[config.mk]
export PLATFORM = sky130hd
export DESIGN_NAME = pressure_pad_click_detector_top
export DESIGN_NICKNAME = d
export VERILOG_FILES = /design/src/rtl/ppcd_pkg.sv /design/src/rtl/pressure_pad_click_detector_top.sv /design/src/rtl/ppcd_avg.sv /design/src/rtl/ppcd_ctrl.sv
export SDC_FILE = /design/constraint.sdc
export NUM_CORES = 1
export LEC_CHECK = 0
export BUFFER_PORTS_ARGS = -buffer_cell sky130_fd_sc_hd__clkbuf_2
export CORE_MARGIN = 1
export CORE_UTILIZATION = 54
export CTS_CLUSTER_DIAMETER = 50
export DETAILED_ROUTE_END_ITERATION = 6
export MAX_ROUTING_LAYER = met4
export PLACE_DENSITY = 0.73
export RECOVER_POWER = 25
export SLEW_MARGIN = 20
export SYNTH_ARGS = -nofsm -noshare
export SYNTH_HDL_FRONTEND = slang
export SYNTH_SLANG_ARGS = --single-unit
[constraint.sdc]
create_clock -name clk -period 11.15 [get_ports clk]
set_input_delay 1.6725 -clock clk [delete_from_list [all_inputs] [get_ports clk]]
set_output_delay 1.6725 -clock clk [all_outputs]
set_load 0.05 [all_outputs]
[src/rtl/ppcd_pkg.sv]
// Shared types, widths and constants for the pressure pad click detector.
package ppcd_pkg;

    localparam int unsigned SAMPLE_W    = 12;
    localparam int unsigned ELAPSED_W   = 8;
    localparam int unsigned MS_W        = 16;
    localparam int unsigned CFG_DATA_W  = 16;
    localparam int unsigned CFG_INDEX_W = 3;
    localparam int unsigned DELAY_W     = 3;

    localparam int unsigned WINDOW_LENGTH_DEF = 3;
    localparam int unsigned TIME_BITS_DEF     = 16;

    // delay counter: click shows once past DELAY_FIRE, count tops out at DELAY_TOP
    localparam logic [DELAY_W-1:0] DELAY_FIRE = 3'd2;
    localparam logic [DELAY_W-1:0] DELAY_TOP  = 3'd3;

    localparam logic [SAMPLE_W-1:0] PRESS_LEVEL_RST   = 12'd600;
    localparam logic [SAMPLE_W-1:0] RELEASE_LEVEL_RST = 12'd200;
    localparam logic [MS_W-1:0]     FIRST_WINDOW_RST  = 16'd30;
    localparam logic [MS_W-1:0]     SECOND_WINDOW_RST = 16'd200;
    localparam logic [MS_W-1:0]     HOLD_LIMIT_RST    = 16'd500;

    typedef enum logic [CFG_INDEX_W-1:0] {
        REG_LEFT_PRESS    = 3'd0,
        REG_LEFT_RELEASE  = 3'd1,
        REG_RIGHT_PRESS   = 3'd2,
        REG_RIGHT_RELEASE = 3'd3,
        REG_FIRST_WINDOW  = 3'd4,
        REG_SECOND_WINDOW = 3'd5,
        REG_HOLD_LIMIT    = 3'd6
    } cfg_reg_t;

    typedef struct packed {
        logic [SAMPLE_W-1:0]  left_sample;
        logic [SAMPLE_W-1:0]  right_sample;
        logic [ELAPSED_W-1:0] elapsed_ms;
    } in_item_t;

    typedef struct packed {
        logic left_click;
        logic right_click;
        logic send_enable;
        logic first_gesture_led;
        logic toggle_led;
    } out_item_t;

    typedef struct packed {
        logic [SAMPLE_W-1:0] left_press_level;
        logic [SAMPLE_W-1:0] left_release_level;
        logic [SAMPLE_W-1:0] right_press_level;
        logic [SAMPLE_W-1:0] right_release_level;
        logic [MS_W-1:0]     first_window_ms;
        logic [MS_W-1:0]     second_window_ms;
        logic [MS_W-1:0]     hold_limit_ms;
    } ppcd_cfg_t;

endpackage

[src/rtl/pressure_pad_click_detector_top.sv]
// Top level of the pressure pad click detector: registers, config and pipeline control.
//
//   channel   signals                              dir   beat
//   in        in_valid, in_ready, in_data          in    two pad samples + elapsed ms
//   out       out_valid, out_ready, out_data       out   clicks, send flag, leds
//   cfg       cfg_we, cfg_index, cfg_wdata         in    one register write per cycle
//
// One beat per cycle sustained while out_ready stays high; out_valid is registered.
// Input register -> averaging and control logic -> output register; the state
// updates when a beat moves from the input register to the output register.
// Reset loads the register defaults and clears all state; the send flag resets set.
// A stalled output holds its beat; the input register still takes a beat while
// the output one waits, then stalls until the output drains.
module pressure_pad_click_detector_top
    import ppcd_pkg::*;
#(
    parameter int unsigned WINDOW_LENGTH = WINDOW_LENGTH_DEF,
    parameter int unsigned TIME_BITS     = TIME_BITS_DEF
)
(
    input  logic                   clk,
    input  logic                   rst_n,
    input  logic                   in_valid,
    output logic                   in_ready,
    input  in_item_t               in_data,
    output logic                   out_valid,
    input  logic                   out_ready,
    output out_item_t              out_data,
    input  logic                   cfg_we,
    input  logic [CFG_INDEX_W-1:0] cfg_index,
    input  logic [CFG_DATA_W-1:0]  cfg_wdata
);

    ppcd_cfg_t           cfg_reg;
    in_item_t            in_reg;
    logic                s1_valid_reg;
    out_item_t           out_reg;
    logic                out_valid_reg;
    logic                s1_adv;
    logic [SAMPLE_W-1:0] left_avg;
    logic [SAMPLE_W-1:0] right_avg;
    out_item_t           result;

    assign s1_adv    = s1_valid_reg && (!out_valid_reg || out_ready);
    assign in_ready  = !s1_valid_reg || s1_adv;
    assign out_valid = out_valid_reg;
    assign out_data  = out_reg;

    always_ff @(posedge clk or negedge rst_n)
    begin
        if (!rst_n)
        begin
            cfg_reg.left_press_level    <= PRESS_LEVEL_RST;
            cfg_reg.left_release_level  <= RELEASE_LEVEL_RST;
            cfg_reg.right_press_level   <= PRESS_LEVEL_RST;
            cfg_reg.right_release_level <= RELEASE_LEVEL_RST;
            cfg_reg.first_window_ms     <= FIRST_WINDOW_RST;
            cfg_reg.second_window_ms    <= SECOND_WINDOW_RST;
            cfg_reg.hold_limit_ms       <= HOLD_LIMIT_RST;
        end
        else if (cfg_we)
        begin
            case (cfg_reg_t'(cfg_index))
                REG_LEFT_PRESS:    cfg_reg.left_press_level    <= cfg_wdata[SAMPLE_W-1:0];
                REG_LEFT_RELEASE:  cfg_reg.left_release_level  <= cfg_wdata[SAMPLE_W-1:0];
                REG_RIGHT_PRESS:   cfg_reg.right_press_level   <= cfg_wdata[SAMPLE_W-1:0];
                REG_RIGHT_RELEASE: cfg_reg.right_release_level <= cfg_wdata[SAMPLE_W-1:0];
                REG_FIRST_WINDOW:  cfg_reg.first_window_ms     <= cfg_wdata[MS_W-1:0];
                REG_SECOND_WINDOW: cfg_reg.second_window_ms    <= cfg_wdata[MS_W-1:0];
                REG_HOLD_LIMIT:    cfg_reg.hold_limit_ms       <= cfg_wdata[MS_W-1:0];
                default:           ;
            endcase
        end
    end

    always_ff @(posedge clk or negedge rst_n)
    begin
        if (!rst_n)
        begin
            s1_valid_reg  <= 1'b0;
            out_valid_reg <= 1'b0;
        end
        else
        begin
            if (in_valid && in_ready)
            begin
                s1_valid_reg <= 1'b1;
            end
            else if (s1_adv)
            begin
                s1_valid_reg <= 1'b0;
            end
            if (s1_adv)
            begin
                out_valid_reg <= 1'b1;
            end
            else if (out_ready)
            begin
                out_valid_reg <= 1'b0;
            end
        end
    end

    always_ff @(posedge clk)
    begin
        if (in_valid && in_ready)
        begin
            in_reg <= in_data;
        end
        if (s1_adv)
        begin
            out_reg <= result;
        end
    end

    ppcd_avg #(
        .WINDOW_LENGTH (WINDOW_LENGTH)
    ) u_left_avg (
        .clk     (clk),
        .rst_n   (rst_n),
        .advance (s1_adv),
        .sample  (in_reg.left_sample),
        .avg     (left_avg)
    );

    ppcd_avg #(
        .WINDOW_LENGTH (WINDOW_LENGTH)
    ) u_right_avg (
        .clk     (clk),
        .rst_n   (rst_n),
        .advance (s1_adv),
        .sample  (in_reg.right_sample),
        .avg     (right_avg)
    );

    ppcd_ctrl #(
        .TIME_BITS (TIME_BITS)
    ) u_ctrl (
        .clk        (clk),
        .rst_n      (rst_n),
        .advance    (s1_adv),
        .cfg        (cfg_reg),
        .left_avg   (left_avg),
        .right_avg  (right_avg),
        .elapsed_ms (in_reg.elapsed_ms),
        .result     (result)
    );

    // a beat held in the input register with the output free must move on
    a_s1_moves: assert property (@(posedge clk) disable iff (!rst_n)
        (s1_valid_reg && !out_valid_reg) |=> out_valid_reg)
        else $error("input register beat did not reach output");

    // an empty input register never blocks the input side
    a_ready_when_empty: assert property (@(posedge clk) disable iff (!rst_n)
        !s1_valid_reg |-> in_ready)
        else $error("in_ready low with empty input register");

    // output only becomes valid from a beat leaving the input register
    a_out_source: assert property (@(posedge clk) disable iff (!rst_n)
        $rose(out_valid_reg) |-> $past(s1_adv))
        else $error("output valid without a beat from the input register");

endmodule

[src/rtl/ppcd_avg.sv]
// Moving average of one pad: sample window, running sum, divide by window length.
module ppcd_avg
    import ppcd_pkg::*;
#(
    parameter int unsigned WINDOW_LENGTH = WINDOW_LENGTH_DEF
)
(
    input  logic                clk,
    input  logic                rst_n,
    input  logic                advance,
    input  logic [SAMPLE_W-1:0] sample,
    output logic [SAMPLE_W-1:0] avg
);

    localparam int unsigned SUM_W     = $clog2(WINDOW_LENGTH * (2 ** SAMPLE_W - 1) + 1);
    localparam int unsigned SLOT_W    = (WINDOW_LENGTH > 1) ? $clog2(WINDOW_LENGTH) : 1;
    localparam int unsigned DIV_SHIFT = SUM_W + $clog2(WINDOW_LENGTH);
    localparam int unsigned MULT_W    = SUM_W + 1;
    localparam int unsigned PROD_W    = SUM_W + MULT_W;
    // reciprocal, rounded up; exact for every sum below 2**SUM_W
    localparam logic [MULT_W-1:0] DIV_MULT =
        MULT_W'((2 ** DIV_SHIFT + WINDOW_LENGTH - 1) / WINDOW_LENGTH);
    localparam logic [SLOT_W-1:0] SLOT_LAST = SLOT_W'(WINDOW_LENGTH - 1);

    logic [SAMPLE_W-1:0] window_reg [WINDOW_LENGTH];
    logic [SLOT_W-1:0]   slot_reg;
    logic [SLOT_W-1:0]   slot_next;
    logic [SUM_W-1:0]    sum_reg;
    logic [SUM_W-1:0]    sum_next;
    logic [PROD_W-1:0]   product;

    always_comb
    begin
        sum_next  = sum_reg - SUM_W'(window_reg[slot_reg]) + SUM_W'(sample);
        slot_next = (slot_reg == SLOT_LAST) ? '0 : slot_reg + 1'b1;
        product   = PROD_W'(sum_next) * PROD_W'(DIV_MULT);
    end

    assign avg = product[DIV_SHIFT +: SAMPLE_W];

    always_ff @(posedge clk or negedge rst_n)
    begin
        if (!rst_n)
        begin
            for (int i = 0; i < WINDOW_LENGTH; i++)
            begin
                window_reg[i] <= '0;
            end
            slot_reg <= '0;
            sum_reg  <= '0;
        end
        else if (advance)
        begin
            window_reg[slot_reg] <= sample;
            slot_reg             <= slot_next;
            sum_reg              <= sum_next;
        end
    end

endmodule

[src/rtl/ppcd_ctrl.sv]
// Hysteresis, click delay, double-hold and gesture window control.
module ppcd_ctrl
    import ppcd_pkg::*;
#(
    parameter int unsigned TIME_BITS = TIME_BITS_DEF
)
(
    input  logic                 clk,
    input  logic                 rst_n,
    input  logic                 advance,
    input  ppcd_cfg_t            cfg,
    input  logic [SAMPLE_W-1:0]  left_avg,
    input  logic [SAMPLE_W-1:0]  right_avg,
    input  logic [ELAPSED_W-1:0] elapsed_ms,
    output out_item_t            result
);

    localparam int unsigned CMP_W = (TIME_BITS > MS_W) ? TIME_BITS : MS_W;

    function automatic logic [TIME_BITS-1:0] sat_add(
        input logic [TIME_BITS-1:0] a,
        input logic [ELAPSED_W-1:0] b
    );
        logic [TIME_BITS:0] s;
        s = {1'b0, a} + (TIME_BITS + 1)'(b);
        return s[TIME_BITS] ? '1 : s[TIME_BITS-1:0];
    endfunction

    logic l_latched_reg, l_latched_next, r_latched_reg, r_latched_next;
    logic l_held_reg, l_held_next, r_held_reg, r_held_next;
    logic l_dly_act_reg, l_dly_act_next, r_dly_act_reg, r_dly_act_next;
    logic [DELAY_W-1:0] l_dly_cnt_reg, l_dly_cnt_next, r_dly_cnt_reg, r_dly_cnt_next;
    logic hold_cand_reg, hold_cand_next, hold_forced_reg, hold_forced_next;
    logic [TIME_BITS-1:0] hold_time_reg, hold_time_next;
    logic fw_run_reg, fw_run_next, sw_run_reg, sw_run_next;
    logic [TIME_BITS-1:0] fw_time_reg, fw_time_next, sw_time_reg, sw_time_next;
    logic first_pair_reg, first_pair_next, second_pair_reg, second_pair_next;
    logic toggle_done_reg, toggle_done_next, sending_reg, sending_next;
    logic first_led_reg, first_led_next, toggle_led_reg, toggle_led_next;

    always_comb
    begin
        l_latched_next   = l_latched_reg;
        r_latched_next   = r_latched_reg;
        l_held_next      = l_held_reg;
        r_held_next      = r_held_reg;
        l_dly_act_next   = l_dly_act_reg;
        r_dly_act_next   = r_dly_act_reg;
        l_dly_cnt_next   = l_dly_cnt_reg;
        r_dly_cnt_next   = r_dly_cnt_reg;
        hold_cand_next   = hold_cand_reg;
        hold_forced_next = hold_forced_reg;
        hold_time_next   = hold_time_reg;
        fw_run_next      = fw_run_reg;
        sw_run_next      = sw_run_reg;
        fw_time_next     = fw_time_reg;
        sw_time_next     = sw_time_reg;
        first_pair_next  = first_pair_reg;
        second_pair_next = second_pair_reg;
        toggle_done_next = toggle_done_reg;
        sending_next     = sending_reg;
        first_led_next   = first_led_reg;
        toggle_led_next  = toggle_led_reg;

        // clicks come from the state held before this beat
        result.left_click  = ((l_dly_cnt_reg > DELAY_FIRE) && l_dly_act_reg) || hold_forced_reg;
        result.right_click = ((r_dly_cnt_reg > DELAY_FIRE) && r_dly_act_reg) || hold_forced_reg;
        result.send_enable = sending_reg;

        // hysteresis
        if ((left_avg > cfg.left_press_level) && !l_latched_reg)
        begin
            fw_run_next    = 1'b1;
            l_dly_act_next = 1'b1;
            l_held_next    = 1'b1;
            l_latched_next = 1'b1;
        end
        else if (left_avg < cfg.left_release_level)
        begin
            l_latched_next = 1'b0;
            l_held_next    = 1'b0;
        end
        if ((right_avg > cfg.right_press_level) && !r_latched_reg)
        begin
            r_dly_act_next = 1'b1;
            r_held_next    = 1'b1;
            r_latched_next = 1'b1;
        end
        else if (right_avg < cfg.right_release_level)
        begin
            r_latched_next = 1'b0;
            r_held_next    = 1'b0;
        end

        // double hold
        if (hold_cand_reg && r_held_next && l_held_next)
        begin
            hold_time_next = sat_add(hold_time_reg, elapsed_ms);
        end
        if (!r_held_next || !l_held_next)
        begin
            hold_cand_next   = 1'b0;
            hold_forced_next = 1'b0;
            hold_time_next   = '0;
        end
        if (CMP_W'(hold_time_next) > CMP_W'(cfg.hold_limit_ms))
        begin
            hold_forced_next = 1'b1;
        end

        // delay counters
        if (l_dly_act_next)
        begin
            l_dly_cnt_next = l_dly_cnt_reg + 1'b1;
        end
        if (l_dly_cnt_next > DELAY_TOP)
        begin
            if (!l_held_next)
            begin
                l_dly_act_next = 1'b0;
                l_dly_cnt_next = '0;
            end
            else
            begin
                l_dly_cnt_next = DELAY_TOP;
            end
        end
        if (r_dly_act_next)
        begin
            r_dly_cnt_next = r_dly_cnt_reg + 1'b1;
        end
        if (r_dly_cnt_next > DELAY_TOP)
        begin
            r_dly_act_next = 1'b0;
            r_dly_cnt_next = '0;
        end

        // gesture windows
        if (fw_run_next)
        begin
            fw_time_next = sat_add(fw_time_reg, elapsed_ms);
        end
        if (sw_run_next)
        begin
            sw_time_next = sat_add(sw_time_reg, elapsed_ms);
        end
        if ((fw_time_next != '0) && (sw_time_next != '0) && first_pair_reg
            && (r_dly_cnt_next != '0))
        begin
            second_pair_next = 1'b1;
        end
        if ((fw_time_next != '0) && (r_dly_cnt_next != '0))
        begin
            first_pair_next = 1'b1;
            first_led_next  = 1'b1;
        end
        if (first_pair_next || second_pair_next)
        begin
            l_dly_act_next = 1'b0;
            l_dly_cnt_next = '0;
            r_dly_act_next = 1'b0;
            r_dly_cnt_next = '0;
            hold_cand_next = 1'b1;
        end
        if (second_pair_next && !toggle_done_reg)
        begin
            toggle_led_next  = 1'b1;
            toggle_done_next = 1'b1;
            sending_next     = !sending_reg;
        end
        if (CMP_W'(fw_time_next) > CMP_W'(cfg.first_window_ms))
        begin
            fw_run_next    = 1'b0;
            sw_run_next    = 1'b1;
            fw_time_next   = '0;
            first_led_next = 1'b0;
        end
        if (CMP_W'(sw_time_next) >= CMP_W'(cfg.second_window_ms))
        begin
            sw_run_next      = 1'b0;
            sw_time_next     = '0;
            first_pair_next  = 1'b0;
            second_pair_next = 1'b0;
            toggle_done_next = 1'b0;
            toggle_led_next  = 1'b0;
        end

        result.first_gesture_led = first_led_next;
        result.toggle_led        = toggle_led_next;
    end

    always_ff @(posedge clk or negedge rst_n)
    begin
        if (!rst_n)
        begin
            l_latched_reg   <= 1'b0;
            r_latched_reg   <= 1'b0;
            l_held_reg      <= 1'b0;
            r_held_reg      <= 1'b0;
            l_dly_act_reg   <= 1'b0;
            r_dly_act_reg   <= 1'b0;
            l_dly_cnt_reg   <= '0;
            r_dly_cnt_reg   <= '0;
            hold_cand_reg   <= 1'b0;
            hold_forced_reg <= 1'b0;
            hold_time_reg   <= '0;
            fw_run_reg      <= 1'b0;
            sw_run_reg      <= 1'b0;
            fw_time_reg     <= '0;
            sw_time_reg     <= '0;
            first_pair_reg  <= 1'b0;
            second_pair_reg <= 1'b0;
            toggle_done_reg <= 1'b0;
            sending_reg     <= 1'b1;
            first_led_reg   <= 1'b0;
            toggle_led_reg  <= 1'b0;
        end
        else if (advance)
        begin
            l_latched_reg   <= l_latched_next;
            r_latched_reg   <= r_latched_next;
            l_held_reg      <= l_held_next;
            r_held_reg      <= r_held_next;
            l_dly_act_reg   <= l_dly_act_next;
            r_dly_act_reg   <= r_dly_act_next;
            l_dly_cnt_reg   <= l_dly_cnt_next;
            r_dly_cnt_reg   <= r_dly_cnt_next;
            hold_cand_reg   <= hold_cand_next;
            hold_forced_reg <= hold_forced_next;
            hold_time_reg   <= hold_time_next;
            fw_run_reg      <= fw_run_next;
            sw_run_reg      <= sw_run_next;
            fw_time_reg     <= fw_time_next;
            sw_time_reg     <= sw_time_next;
            first_pair_reg  <= first_pair_next;
            second_pair_reg <= second_pair_next;
            toggle_done_reg <= toggle_done_next;
            sending_reg     <= sending_next;
            first_led_reg   <= first_led_next;
            toggle_led_reg  <= toggle_led_next;
        end
    end

endmodule
# After elaboration in Yosys (flattened, before gate mapping)
# Index checks and enable logic that the tools add are counted.
dict set report word_totals {
  memories 0
  romBits 0
  input_bits 56
  out_inout_bits 7
  regBits 309
  latchBits 0
  ram_bits 0
}
dict set report classes {
  addsub 11
  n_mul 2
  div_mod_pow 0
  n_eq_ne 8
  reduce_logical 55
  bitwise_logic 2
  muxes 66
  order_cmp 15
  shifts 0
}
# op count
set ops {}
lappend ops {{$mux 16} 9}
lappend ops {{$bwmux 36} 2}
lappend ops {{$mux 12} 6}
lappend ops {{$mul 14x14->27 const B} 2}
lappend ops {{$add 16x8->17} 3}
lappend ops {{$bmux 12 s2} 2}
lappend ops {{$demux 12 s2} 2}
lappend ops {{$mux 1} 36}
lappend ops {{$gt 16x16->1} 2}
lappend ops {{$reduce_bool 16->1} 2}
lappend ops {{$add 14x12->14} 2}
lappend ops {{$reduce_and 2->1} 14}
lappend ops {{$sub 14x12->14} 2}
lappend ops {{$gt 12x12->1} 2}
lappend ops {{$lt 12x12->1} 2}
lappend ops {{$mux 3} 6}
lappend ops {{$ge 16x16->1} 1}
lappend ops {{$reduce_bool 2->1} 8}
lappend ops {{$logic_and 1x1->1} 15}
lappend ops {{$gt 3x2->1 const B} 4}
lappend ops {{$eq 3x3->1 const B} 3}
lappend ops {{$logic_not 1->1} 8}
lappend ops {{$add 3x1->3 const B} 2}
lappend ops {{$eq 3x2->1 const B} 2}
lappend ops {{10 further kinds} 22}

# Longest topological paths before layout
dict set report logic_depth {
  word_depth 19
  depth_mapped 61
  ltp_nobuf 59
}

# Hierarchy
# From an unflattened synthesis, not the netlist that was laid out.
dict set report unflattened {
  hier_cells 2631
  area_unflattened_um2 25851.0
}
# module instances area_per_inst_um2 seq_area_each_um2 cells_each
set modules_own_cells {}
lappend modules_own_cells {ppcd_ctrl 1 7607.3 1752.9 958}
lappend modules_own_cells {{ppcd_avg (u_left_avg)} 1 6667.6 1301.2 707}
lappend modules_own_cells {{ppcd_avg (u_right_avg)} 1 6632.6 1301.2 714}
lappend modules_own_cells {pressure_pad_click_detector_top 1 4943.5 3597.2 252}

# Worst setup path after synthesis
# OpenSTA, ideal clock, no wires.
dict set report synth_path {
  path_type {flip-flop to flip-flop}
  startpoint {register u_left_avg.slot_reg[1]}
  endpoint {register out_reg (netlist bit out_data[1]) (data pin)}
  required_ps 10883
  period_less_slack_ps 12247
  setup_time_ps 267
  path_stages_with_launch 57
  path_buffers 3
  arrival_ps 11980
  path_slack_ps -1097
  path_cell_list {dfrtp_1 -> clkbuf_1 -> clkbuf_1 -> mux2i_1 -> o21ai_0 -> fa_1 -> inv_1 -> fa_1 -> a21o_1 -> a21oi_1 -> o21bai_1 -> a21oi_1 -> nor2b_1 -> o21ai_0 -> nand2b_1 -> xnor2_1 -> inv_1 -> ha_1 -> [... 21 more ...] -> nand2_1 -> o211ai_1 -> o31ai_1 -> a211oi_1 -> nor2_1 -> nor2_1 -> nand2_1 -> o22a_1 -> ha_1 -> a21o_1 -> a21o_1 -> a21o_1 -> a21oi_1 -> o21ai_0 -> o21ai_0 -> a21oi_1 -> clkbuf_1 -> a21oi_1}
}
# element line
set synth_rtl {}
lappend synth_rtl {{start: declaration} ppcd_avg.sv:26} ;# logic [SLOT_W-1:0] slot_reg;
lappend synth_rtl {{start signal: assignment} ppcd_avg.sv:55} ;# slot_reg <= slot_next;
lappend synth_rtl {{end signal: assignment} pressure_pad_click_detector_top.sv:112} ;# out_reg <= result;
lappend synth_rtl {{end: declaration} pressure_pad_click_detector_top.sv:37} ;# out_item_t out_reg;

# Worst setup path in the final report
dict set report layout_path {
  startpoint {register u_left_avg.slot_reg[1]}
  endpoint {register u_ctrl.fw_time_reg[4]}
}
dict set report layout_between {
  elab_chain_cells 13
}
# element line
set layout_rtl {}
lappend layout_rtl {{$not 2->3 (implied by the code) (*)} ppcd_avg.sv:34} ;# sum_next = sum_reg - SUM_W'(window_reg[slot_reg]) + SUM_W'(sample);
lappend layout_rtl {{$bmux 12 s2 (*)} ppcd_avg.sv:34}
lappend layout_rtl {{$mux 12 (implied by the code) (*) (2 in a row)} ppcd_avg.sv:34}
lappend layout_rtl {{$sub 14x12->14 (*)} ppcd_avg.sv:34}
lappend layout_rtl {{$add 14x12->14 (*)} ppcd_avg.sv:34}
lappend layout_rtl {{net u_left_avg.sum_next[10]} ppcd_avg.sv:29} ;# logic [SUM_W-1:0] sum_next;
lappend layout_rtl {{$mul 14x14->27 (*)} ppcd_avg.sv:36} ;# product = PROD_W'(sum_next) * PROD_W'(DIV_MULT);
lappend layout_rtl {{$gt 12x12->1 (*)} ppcd_ctrl.sv:71} ;# if ((left_avg > cfg.left_press_level) && !l_latched_reg)
lappend layout_rtl {{$logic_and 1x1->1 (*)} ppcd_ctrl.sv:71}
lappend layout_rtl {{$mux 1 (*)} ppcd_ctrl.sv:71}
lappend layout_rtl {{$mux 16 (*)} ppcd_ctrl.sv:139} ;# if (fw_run_next)
lappend layout_rtl {{$gt 16x16->1} ppcd_ctrl.sv:171} ;# if (CMP_W'(fw_time_next) > CMP_W'(cfg.first_window_ms))
lappend layout_rtl {{$mux 16 (*)} ppcd_ctrl.sv:171}
lappend layout_rtl {{end signal: assignment} ppcd_ctrl.sv:233} ;# fw_time_reg <= fw_time_next;
lappend layout_rtl {{end: declaration} ppcd_ctrl.sv:36} ;# logic [TIME_BITS-1:0] fw_time_reg, fw_time_next, sw_time_reg, sw_time_next;
# Mark *: on every way through the listed nets, which the timed path passes. The rest lies on a longest branch. The select of a mux whose other input is x is not followed.
# A chain may end at the register's enable or synchronous reset.

==> impl_metrics.py <==
metrics = {
    "logic_synthesis": {
        "ys_seq_elements": 309,
        "synth_edf_count": 37,
        "synthArstFlopShare": 0.880,
        "ys_seq_area_frac": 0.320,
        "synth_cells": 2618,
        "syn_avg_cell_area_um2": 9.51,
        "ys.flop_type": "dfrtp_1",
        "ys_warn_count": 0,
        "synth_top_area_cell": "dfrtp_1",
        "synth_nets": 3141,
        "netlist.area_leader.share": 0.245,
        "syn-cell-area_um2": 24900,
        "yosysMostFrequentCell": "inv_1",
        "synth_top_cells_by_count": "inv_1 (459), ha_1 (328), nand2_1 (270)",
        "synth_area_leaders": "dfrtp_1 (25%), ha_1 (16%), fa_1 (11%)",
        "synth.distinct_cells": 86,
    },
    "run": {
        "max_cap_violations": 1,
    },
    "min_path": {
        "hp-start": "u_right_avg.sum_reg[1]$_DFFE_PN0P_",
        "hold_class": "reg -> reg",
    },
    "global_route": {
        "antenna_found_initial": 1,
        "grtUsageTotal": 0.275,
        "grt_max_degree": 121,
        "grt-ovfl-total": 0,
        "grtUsageMet1": 0.359,
        "met2_usage": 0.444,
        "top_usage_layer": "met2",
        "use_met3": 0.0372,
        "grt_pass1_vias": 19699,
        "grt_pass1_wl_mm": 100,
    },
    "placed_design": {
        "post_dp_cell_area_um2": 26900,
        "io_buffer_count": 62,
        "gp_congestion": 0.927,
        "dp.cells": 3352,
        "hpwl_mm": 46.3,
    },
    "layout": {
        "drive_gt1_frac": 0.192,
        "nFillCells": 3574,
        "num_antenna_cells": 0,
        "multiInputGateArea_um2": 15700,
        "final_area_um2": 29200,
        "fin_nets": 3349,
        "largest_reg_flops": 96,
        "syn_to_final_growth_pct": 17.5,
        "instances_no_fill": 3460,
        "final-seq-area_um2": 7960,
    },
    "routing": {
        "routed_wl_mm": 61.7,
        "viasPerCell": 5.60,
        "ant_nets": 0,
        "first_pass_iters": 5,
        "drcViolationCount": 0,
        "vias": 19380,
        "drt-initial-drc-count": 1226,
        "wl_per_cell_um": 17.8,
    },
    "status": {
        "status": "finished, violations left",
        "violations": "capacitance limit, slew limit, setup timing",
    },
    "die": {
        "ios": 63,
        "start_util": 0.548,
        "core_region_area_um2": 45400,
        "die_w_um": 217,
        "rows": 78,
        "dieArea_um2": 47000,
        "die_h_um": 217,
    },
    "timing": {
        "rsz0062_at_grt": "yes",
        "skew_ns": 0.0304,
        "setup_viol": 20,
        "layout_min_cycle_time_ns": 11.38,
        "timing.hold.ws_ns": 0.478,
        "fmax_ghz": 0.0879,
        "finalMaxSlewViolations": 121,
        "hold_viol": 0,
        "slew_headroom": -3.40,
        "worstMarginPinSlew_ns": 6.61,
        "fin_crit_sh": 1.02,
        "worst_slack_ns": -0.229,
    },
    "worst_setup_path": {
        "cp.required_ns": 11.64,
        "timing.rr.start": "u_left_avg.slot_reg[1]$_DFFE_PN0P_",
        "worstReg2RegEnd": "u_ctrl.fw_time_reg[4]$_DFFE_PN0P_",
        "rr_worst_depth": 57,
        "rrSetupSlack_ns": -0.23,
        "end_kind": "flop",
        "worstPathMaxFanout": 8,
        "slowest_delay_ns": 0.54,
        "crit_top_cell": "inv_2",
        "crit_end": "u_ctrl.fw_time_reg[4]$_DFFE_PN0P_",
        "startpoint": "u_left_avg.slot_reg[1]$_DFFE_PN0P_",
        "cp_slowest_cell": "fa_1",
        "critPathKind": "reg -> reg",
        "worstSetupStartpointType": "flop",
        "cp.arrival_ns": 11.87,
    },
    "clocking": {
        "clock_latency_ns": 0.58,
        "cts.clk_slew.worst_paths_ns": 0.06,
        "tritoncts": "yes",
        "cts_hold_buffers": 0,
        "cts_max_level": 2,
        "root_buffer": "clkbuf_16",
        "clockBufferDepth": 3,
        "cts_sinks": 309,
        "numCtsBuffers": 42,
    },
}
==> area by class of cell <==
class	instances	area share
multi-input combinational	1782	0.537
sequential	309	0.272
inverter	459	0.0589
timing repair buffer	232	0.0578
clock buffer	49	0.0376
tap	600	0.0257
clock inverter	29	0.0110
==> metrics by stage <==
stage | setup TNS, ns | setup slack (ns) | utilization
4_1_cts | -2.18 | -0.197 | 0.632
6_report | -2.55 | -0.229 | 0.644
3_3_place_gp | -4.58 | -0.289 | 0.592
2_1_floorplan | 0 | 0.0204 | -
5_1_grt | -11.45 | -0.636 | 0.644
3_5_place_dp | -10.77 | -0.604 | 0.592
==> kinds of logic (layout without fill, tap and decap cells) <==
family / count (synthesis) / after routing / synth area share
compound gates: 553 / 554 / 0.141
xor+xnor: 78 / 78 / 0.0280
fa+ha+maj: 467 / 467 / 0.277
buf+inv: 528 / 769 / 0.0804
flops: 309 / 309 / 0.320
mux: 109 / 109 / 0.0479
simple gates: 574 / 574 / 0.106
==> how the worst min path moves through the flow <==
| stage | end | slack, ns | cells past startpoint |
|---|---|---|---|
| after floorplan | u_left_avg.window_reg[10]$_DFFE_PN0P_ | 0.45 | 2 |
| after global placement | u_ctrl.l_held_reg$_DFFE_PN0P_ | 0.46 | 1 |
| after detailed placement | u_left_avg.window_reg[7]$_DFFE_PN0P_ | 0.47 | 2 |
| after CTS | u_left_avg.window_reg[7]$_DFFE_PN0P_ | 0.48 | 2 |
| after global routing | u_left_avg.window_reg[11]$_DFFE_PN0P_ | 0.51 | 2 |
| final | u_right_avg.sum_reg[1]$_DFFE_PN0P_ | 0.48 | 2 |
==> placed cells by master, fill, tap and decap left out, types with 11 or more instances in the layout <==
| cell type | n |
|---|---|
| inv_1 | 449 |
| ha_1 | 312 |
| nand2_1 | 265 |
| dfrtp_1 | 242 |
| o21ai_0 | 192 |
| buf_4 | 154 |
| fa_1 | 137 |
| nor2_1 | 84 |
| a21oi_1 | 83 |
| mux2_2 | 80 |
| clkbuf_2 | 60 |
| a21o_1 | 52 |
| xnor2_1 | 49 |
| clkbuf_16 | 43 |
| edfxtp_1 | 37 |
| nand3_1 | 36 |
| nor3_1 | 30 |
| o21a_1 | 30 |
| mux2i_1 | 29 |
| dfstp_2 | 27 |
| xor2_1 | 24 |
| nand2b_1 | 23 |
| nand4_1 | 21 |
| nor2b_1 | 15 |
| a211oi_1 | 15 |
| o21ai_1 | 15 |
| or3_1 | 15 |
| o22ai_1 | 14 |
| ha_4 | 13 |
| o21ai_2 | 12 |
| buf_6 | 12 |
| and3_1 | 11 |
| a21oi_2 | 11 |
| a31oi_1 | 11 |
| and2_1 | 11 |
==> metal layers <==
| layer | vias up | share of wire |
|---|---|---|
| li1 | 9279 | - |
| met1 | 9574 | 0.44 |
| met2 | 427 | 0.48 |
| met3 | 100 | 0.045 |
| met4 | 0 | 0.025 |
| met5 | - | 0 |
==> timing repair <==
action / CTS / global route
pin swaps: 40 / 43
buffers inserted: 14 / 14
gates resized for setup: 70 / 87
gates cloned: 2 / 0
endpoints found under the setup margin: 21 / 34
==> critical path, delay by kind of cell (launching register included) <==
| family | cells | cell delay [ns] |
|---|---|---|
| AO/OA/AOI/OAI | 28 | 4.38 |
| adder cells (fa/ha/maj) | 10 | 3.96 |
| buffers and inverters | 9 | 0.81 |
| multiplexers | 1 | 0.20 |
| AND/OR/NAND/NOR | 7 | 0.95 |
| flip-flops | 1 | 0.43 |
| XOR/XNOR | 2 | 0.50 |
Power is left out: the tool's default activity adds up to more than one toggle a clock period on the data nets, which glitch-free logic cannot reach.
